==> src/f64f32_pkg.sv <==
// package with format defaults and rounding mode codes for the narrowing converter
`timescale 1ns / 1ps
package f64f32_pkg;

  localparam int ExpBitsDef  = 8;
  localparam int FracBitsDef = 23;

  typedef enum logic [1:0] {
    RndMagUp   = 2'd0,
    RndTrunc   = 2'd1,
    RndNearEven = 2'd2,
    RndUnused  = 2'd3
  } round_mode_e;

  localparam round_mode_e RndReset = RndNearEven;

endpackage

==> src/float64_to_float32_narrowing.sv <==
// binary64 to narrow binary float converter with selectable rounding
//
// usage:
//   s_axis carries one binary64 word per transfer in s_axis_tdata_i.
//   m_axis returns the converted word in m_axis_tdata_o, low 32 bits of
//   sign, exponent and fraction in the EXP_WIDTH / FRAC_BITS format.
//   cfg_valid_i / cfg_ready_o write the 2-bit rounding mode from
//   cfg_data_i; cfg_ready_o is always high. write it only while idle.
// path: an accepted word goes into the input register, then through the
//   convert logic into the result register.
// throughput: one word per cycle while m_axis_tready_i is high; a fresh
//   word is taken every cycle while the result register drains, set by
//   the single shift-and-round stage.
// stall: when m_axis_tready_i is low the result holds, the input register
//   still fills once, then s_axis_tready_o drops until the result leaves.
// reset: rst_ni low empties both registers and sets rounding mode to
//   round to nearest even.
`timescale 1ns / 1ps
module float64_to_float32_narrowing #(
  parameter int EXP_WIDTH = f64f32_pkg::ExpBitsDef,
  parameter int FRAC_BITS = f64f32_pkg::FracBitsDef
) (
  input  logic        clk_i,
  input  logic        rst_ni,
  input  logic        cfg_valid_i,
  output logic        cfg_ready_o,
  input  logic [1:0]  cfg_data_i,      // round_mode
  input  logic        s_axis_tvalid_i,
  output logic        s_axis_tready_o,
  input  logic [63:0] s_axis_tdata_i,  // value_bits
  output logic        m_axis_tvalid_o,
  input  logic        m_axis_tready_i,
  output logic [31:0] m_axis_tdata_o   // result_bits
);

  localparam int W    = 1 + EXP_WIDTH + FRAC_BITS;
  localparam int BIAS = (1 << (EXP_WIDTH - 1)) - 1;
  localparam int EMAX = (1 << EXP_WIDTH) - 1;
  localparam int SH   = 52 - FRAC_BITS;
  localparam logic [52:0] STK_MASK = (53'd1 << (SH - 1)) - 53'd1;
  localparam int SUB_OFS = 1076 - FRAC_BITS - BIAS;

  logic [1:0]  mode_q;
  logic        in_v_q;
  logic [63:0] in_q;
  logic        out_v_q;
  logic [31:0] out_q;
  logic        out_rdy;
  logic        in_rdy;
  logic [31:0] res_d;

  assign out_rdy         = !out_v_q || m_axis_tready_i;
  assign in_rdy          = !in_v_q || out_rdy;
  assign s_axis_tready_o = in_rdy;
  assign cfg_ready_o     = 1'b1;
  assign m_axis_tvalid_o = out_v_q;
  assign m_axis_tdata_o  = out_q;

  // conversion
  logic                  sgn;
  logic [10:0]           ef;
  logic [51:0]           fr;
  logic [52:0]           m;
  logic signed [12:0]    tgt;
  logic signed [12:0]    sub_sh;
  logic [FRAC_BITS:0]    kept;
  logic [FRAC_BITS+1:0]  kept_inc;
  logic                  grd;
  logic                  stk;
  logic                  inc;
  logic [63:0]           m64;
  logic [5:0]            s6;
  logic [63:0]           shifted;
  logic [63:0]           sh_g;
  logic [63:0]           smask;
  logic [EXP_WIDTH-1:0]  exp_o;
  logic [W-1:0]          res_w;
  logic                  norm;

  always_comb begin
    sgn      = in_q[63];
    ef       = in_q[62:52];
    fr       = in_q[51:0];
    m        = {1'b1, fr};
    m64      = {11'd0, m};
    tgt      = $signed({2'b00, ef}) - 13'sd1023 + 13'(BIAS);
    sub_sh   = 13'(SUB_OFS) - $signed({2'b00, ef});
    norm     = (tgt >= 13'sd1);
    s6       = sub_sh[5:0];
    shifted  = m64 >> s6;
    sh_g     = m64 >> (s6 - 6'd1);
    smask    = (64'd1 << (s6 - 6'd1)) - 64'd1;
    kept     = '0;
    grd      = 1'b0;
    stk      = 1'b0;
    exp_o    = '0;
    res_w    = '0;
    if (norm) begin
      kept = m[52:SH];
      grd  = m[SH-1];
      stk  = |(m & STK_MASK);
    end else if (ef == 11'd0 || sub_sh > 13'sd63) begin
      stk = 1'b1;
    end else begin
      kept = shifted[FRAC_BITS:0];
      grd  = sh_g[0];
      stk  = |(m64 & smask);
    end
    case (mode_q)
      f64f32_pkg::RndMagUp:    inc = grd || stk;
      f64f32_pkg::RndNearEven: inc = grd && (stk || kept[0]);
      default:                 inc = 1'b0;
    endcase
    kept_inc = {1'b0, kept} + (FRAC_BITS + 2)'(inc);
    if (ef == 11'h7FF) begin
      if (fr != 52'd0) begin
        res_w = {1'b0, {EXP_WIDTH{1'b1}}, 1'b1, {(FRAC_BITS-1){1'b0}}};
      end else begin
        res_w = {sgn, {EXP_WIDTH{1'b1}}, {FRAC_BITS{1'b0}}};
      end
    end else if (ef == 11'd0 && fr == 52'd0) begin
      res_w = '0;
    end else if (tgt >= 13'(EMAX)) begin
      res_w = {sgn, {EXP_WIDTH{1'b1}}, {FRAC_BITS{1'b0}}};
    end else if (norm) begin
      if (kept_inc[FRAC_BITS+1]) begin
        if (tgt + 13'sd1 >= 13'(EMAX)) begin
          res_w = {sgn, {EXP_WIDTH{1'b1}}, {FRAC_BITS{1'b0}}};
        end else begin
          exp_o = EXP_WIDTH'(tgt + 13'sd1);
          res_w = {sgn, exp_o, {FRAC_BITS{1'b0}}};
        end
      end else begin
        exp_o = EXP_WIDTH'(tgt);
        res_w = {sgn, exp_o, kept_inc[FRAC_BITS-1:0]};
      end
    end else begin
      // subnormal, a carry lands in the exponent field
      res_w = {sgn, (EXP_WIDTH + FRAC_BITS)'(kept_inc[FRAC_BITS:0])};
    end
    res_d = 32'(res_w);
  end

  always_ff @(posedge clk_i or negedge rst_ni) begin
    if (!rst_ni) begin
      mode_q  <= f64f32_pkg::RndReset;
      in_v_q  <= 1'b0;
      out_v_q <= 1'b0;
    end else begin
      if (cfg_valid_i) begin
        mode_q <= cfg_data_i;
      end
      if (in_rdy) begin
        in_v_q <= s_axis_tvalid_i;
      end
      if (out_rdy) begin
        out_v_q <= in_v_q;
      end
    end
  end

  always_ff @(posedge clk_i) begin
    if (in_rdy && s_axis_tvalid_i) begin
      in_q <= s_axis_tdata_i;
    end
    if (out_rdy && in_v_q) begin
      out_q <= res_d;
    end
  end

  a_in_lands: assert property (@(posedge clk_i) disable iff (!rst_ni)
    s_axis_tvalid_i && s_axis_tready_o |=> in_v_q)
    else $error("accepted word not held in input register");

  a_moves_on: assert property (@(posedge clk_i) disable iff (!rst_ni)
    in_v_q && out_rdy |=> m_axis_tvalid_o)
    else $error("input word did not reach result register");

  a_full_stall: assert property (@(posedge clk_i) disable iff (!rst_ni)
    in_v_q && m_axis_tvalid_o && !m_axis_tready_i |-> !s_axis_tready_o)
    else $error("input taken while both registers full and stalled");

endmodule

==> config.mk <==
export PLATFORM = sky130hd
export DESIGN_NAME = float64_to_float32_narrowing
export DESIGN_NICKNAME = d
export VERILOG_FILES = /design/src/f64f32_pkg.sv /design/src/float64_to_float32_narrowing.sv
export SDC_FILE = /design/constraint.sdc
export NUM_CORES = 1
export LEC_CHECK = 0
export BUFFER_PORTS_ARGS = -buffer_cell sky130_fd_sc_hd__buf_2
export CELL_PAD_IN_SITES_DETAIL_PLACEMENT = 1
export CELL_PAD_IN_SITES_GLOBAL_PLACEMENT = 1
export CORE_MARGIN = 1.5
export CORE_UTILIZATION = 35
export CTS_CLUSTER_DIAMETER = 50
export DETAILED_ROUTE_END_ITERATION = 10
export HOLD_SLACK_MARGIN = 0.03
export PLACE_DENSITY = 0.66
export SLEW_MARGIN = 5
export SYNTH_ARGS = -nofsm -noshare
export SYNTH_HDL_FRONTEND = slang
export SYNTH_SLANG_ARGS = --single-unit
export TNS_END_PERCENT = 5
==> constraint.sdc <==
create_clock -name clk_i -period 10.1 [get_ports clk_i]
set_clock_uncertainty 0.2 [all_clocks]
set_input_delay 1.515 -clock clk_i [delete_from_list [all_inputs] [get_ports clk_i]]
set_output_delay 1.515 -clock clk_i [all_outputs]
set_load 0.01 [all_outputs]
==> impl_results.md <==
* CTS tree: yes
* Top cell type's share of synthesized area at 0.2460
* Largest family of logic cells by synthesized area: simple AND/OR/NAND/NOR gates
* Final worst slack at between 1.5 and 2 ns
* Grt ovf at 0
* Post-CTS Setup Inserts at 0
* Avg WL per Cell at 26.43 um
* Slew @ Worst Pin at between 1 and 1.5 ns
* Post-synthesis mux area share at 0.1666
* Clock Pin Slew Worst Setup and Hold Paths at around 0.070 ns
* Tmin final at 8.452 ns
* Arr. time, crit path at roughly 8.4 ns
* PwrDens at 125.9 mW/mm^2
* Post-synthesis simple-gate area fraction at 0.2343
* Bufs on Longest Clock Path at 2
* Type of the worst setup path: register to register
* Post-synth top area cell: edfxtp_1
* Setup TNS at 0 ns
* Synth async-reset ratio at 0.04000
* RePlAce Congestion at 0.9581
* Startpoint types: register
* CTS root buf: clkbuf_16
* Antenna-violating nets left at 0
* Yosys reg bits at 100
* Insertion delay to the later sink of the worst-skew pair at about 0.38 ns
* Synth Warn # at 0
* Crit Path Max Fanout at 73
* Placement Setup Slack at about 1.8 ns
* # IOs at around 110
* Worst r2r src: in_q[52]
* Hold crit path type: register to register
* Final max-slew violation count at 0
* Final instance area at 0.01274 mm^2
* Fmax at between 100 and 150 MHz
* Post-synthesis compound-gate area fraction at 0.2214
* Global-route wire length before repair at between 70000 and 80000 um
* Core area at between 0.03 and 0.04 mm^2
* Chip Width at 186.0 um
* Die footprint at 0.03458 mm^2
* Vias post-DR at ~12000
* Cell count after synthesis at 1375
* RSZ-0062 raised after global routing: no
* Avg Synthesized Cell Area at about 8.5 um^2
* Post-synth top flop: edfxtp_1
* Hold Violations, Final at 0
* Share of layout cells above drive strength 1 at 0.1950
* Number of global-route vias before repair at 11939
* Hold EP: m_axis_tvalid_o
* Fill cell count at slightly below 4000
* H-tree depth at 3
* Final core utilization at 0.3887
* Final worst-path cycle share at 0.8368
* Fin cells at 1852
* Via density at between 6 and 7
* Total clock sinks at 100
* Post-synth EDFFs at 96
* WL final at 48950 um
* IR drop worst, VDD at between 0.00008 and 0.00009 V
* Hold Startpoint: in_v_q
* Syn nets at between 1000 and 1500
* Post-Syn Area at 0.01172 mm^2
* Power, Total at 1.605 mW
* # resized after CTS at 0
* Initial detailed-routing violation count at 1166
* PortBufs at between 100 and 150
* Netlist cell types at a little over 100
* DRT Pass-1 Iters at 5
* Synth top area cells: edfxtp_1 (25%), mux4_2 (6.3%), mux2i_1 (5.4%)
* Footprint of the multi-input gates at 0.008102 mm^2
* Sequential cell area at 0.002984 mm^2
* Initial antenna violation count at 0
* Status: complete, no violations
* Post-Place Cells at between 1500 and 2000
* Hold Buf Count CTS at 0
* Row count at 66
* Rel. slew slack at 0.2308
* Largest net degree at the start of global routing at 74
* Cells on worst reg2reg path at 24
* Drt drc at 0
* Final-stage net count at 1488
* Total GRT Usage at 0.2878
* Synthesis-to-finish area growth at 8.778%
* Post-detail-place hpwl at between 30000 and 40000 um
* Critical Path RT at around 10 ns
* Final setup vio count at 0
* Cells on Worst Hold Path at 1
* Leakage power at 4.532 nW
* Max cap viols at 0
* Num CTS Buffers at 9
* R2R Path End: m_axis_tdata_o[22]
* CP Capture Type: register
* Seq/Total Area, Yosys at 0.2547
* Dpl cell area at about 0.012 mm^2
* Height of the die at 186.0 um
* Adder-cell share of the synthesized area at 0.01260
* Antenna cells at 0
* Post-synthesis xor/xnor area fraction at 0.05265
* Initial Util at 0.3574
* Reg2reg setup slack at 1.65 ns
* Worst Hold Slack at 0.2694 ns
[critical path: stages (launching register included)]
cell,delay (ns)
edfxtp_1,0.32
buf_4,0.29
inv_2,0.18
ha_4,0.92
nor2b_1,0.31
nand3_1,0.16
xnor3_1,0.41
a21oi_1,0.10
or2_1,0.33
nand3_1,0.11
ha_1,0.45
o2111ai_2,0.44
nor3_1,0.81
o2111ai_1,0.22
nand3_1,0.13
a41oi_1,0.05
and4_1,0.25
a31oi_1,0.18
ha_1,0.36
ha_1,0.36
nand4_1,0.20
or4_1,0.56
nand4_1,0.43
buf_4,0.27
o21bai_1,0.09
[synth_stat cells, types with 7 or more instances]
library cell    n
a211o_1         7
and2_1         14
or2_2           8
a31oi_1        13
mux2i_1        63
nand2b_1       15
nor2b_1        10
buf_1           9
o211ai_1       22
o22ai_1        12
nor3_1         45
nand2_1       136
nor3b_1        10
o21a_1         11
a221oi_1        8
a21oi_1        91
xnor2_1        36
edfxtp_1       96
nand4_1        29
mux4_2         33
buf_2          25
o31ai_1        10
nor4_1         21
nor2_1        132
a21o_1          8
inv_1          16
a311oi_1        8
mux2_2         49
xor2_1         23
a211oi_1       26
o21ai_0        76
clkbuf_1       51
buf_6           7
nand3_1        60
and3_1         15
ha_1           11
buf_4          23
[cells in the final DEF, fill, tap and decap left out, drive strengths merged, types with 11 or more instances in the layout]
cell type  Yosys  routed
xnor2         38      38
a21oi         92      92
a211oi        26      26
buf           64     135
nand2b        15      15
inv           19      20
and2          14      14
and3          15      15
ha            11      11
mux4          33      33
edfxtp        96      96
nor2         132     132
nand4         29      29
nor3          46      46
nor4          26      26
nand3         62      62
o22ai         13      13
o31ai         11      11
mux2          51      51
a31oi         13      13
o21a          11      11
xor2          23      23
mux2i         63      63
nand2        137     137
o211ai        22      22
o21ai         79      79
[power by group]
| group | switching, mW | internal [mW] |
|---|---|---|
| Clock | 0.162 | 0.190 |
| Sequential | 0.0536 | 0.496 |
| Combinational | 0.446 | 0.258 |
| Total | 0.662 | 0.943 |
[area by class of cell]
type,count,area share
multi-input combinational,1141,0.6357
sequential,100,0.2341
timing repair buffer,135,0.05910
tap,442,0.04339
clock buffer,10,0.01797
inverter,19,0.005596
clock inverter,5,0.004123
[how the worst max path moves through the flow]
stage,from,to,depth (start not counted)
2_1_floorplan,in_q[52],m_axis_tdata_o[23],32
3_3_place_gp,in_q[52],m_axis_tdata_o[22],24
3_5_place_dp,in_q[52],m_axis_tdata_o[22],24
4_1_cts,in_q[52],m_axis_tdata_o[22],24
5_1_grt,in_q[52],m_axis_tdata_o[22],24
6_report,in_q[52],m_axis_tdata_o[22],24
[registers in the layout, summed over array words and instances (netlist names)]
signal	cells
in_q	64
in_v_q	1
m_axis_tdata_o	32
m_axis_tvalid_o	1
mode_q	2
[kinds of logic (layout without fill, tap and decap cells)]
| family | count (synthesis) | in the layout |
|---|---|---|
| AND/OR/NAND/NOR | 541 | 541 |
| AO/OA/AOI/OAI | 377 | 377 |
| multiplexers | 147 | 147 |
| buffers and inverters | 134 | 169 |
| flip-flops | 100 | 100 |
| XOR/XNOR | 63 | 63 |
| adder cells (fa/ha/maj) | 12 | 12 |
| other | 1 | 1 |
[layer usage]
metal	vias up	share of wire	global-route usage	wire length, um
met5	-	0	0	0
met4	0	0.036	0.1110	1740
met3	115	0.065	0.05361	3165
met2	501	0.47	0.4699	22880
met1	5968	0.43	0.3755	21170
li1	5362	-	-	-
Power figures use the tool's default switching activity.
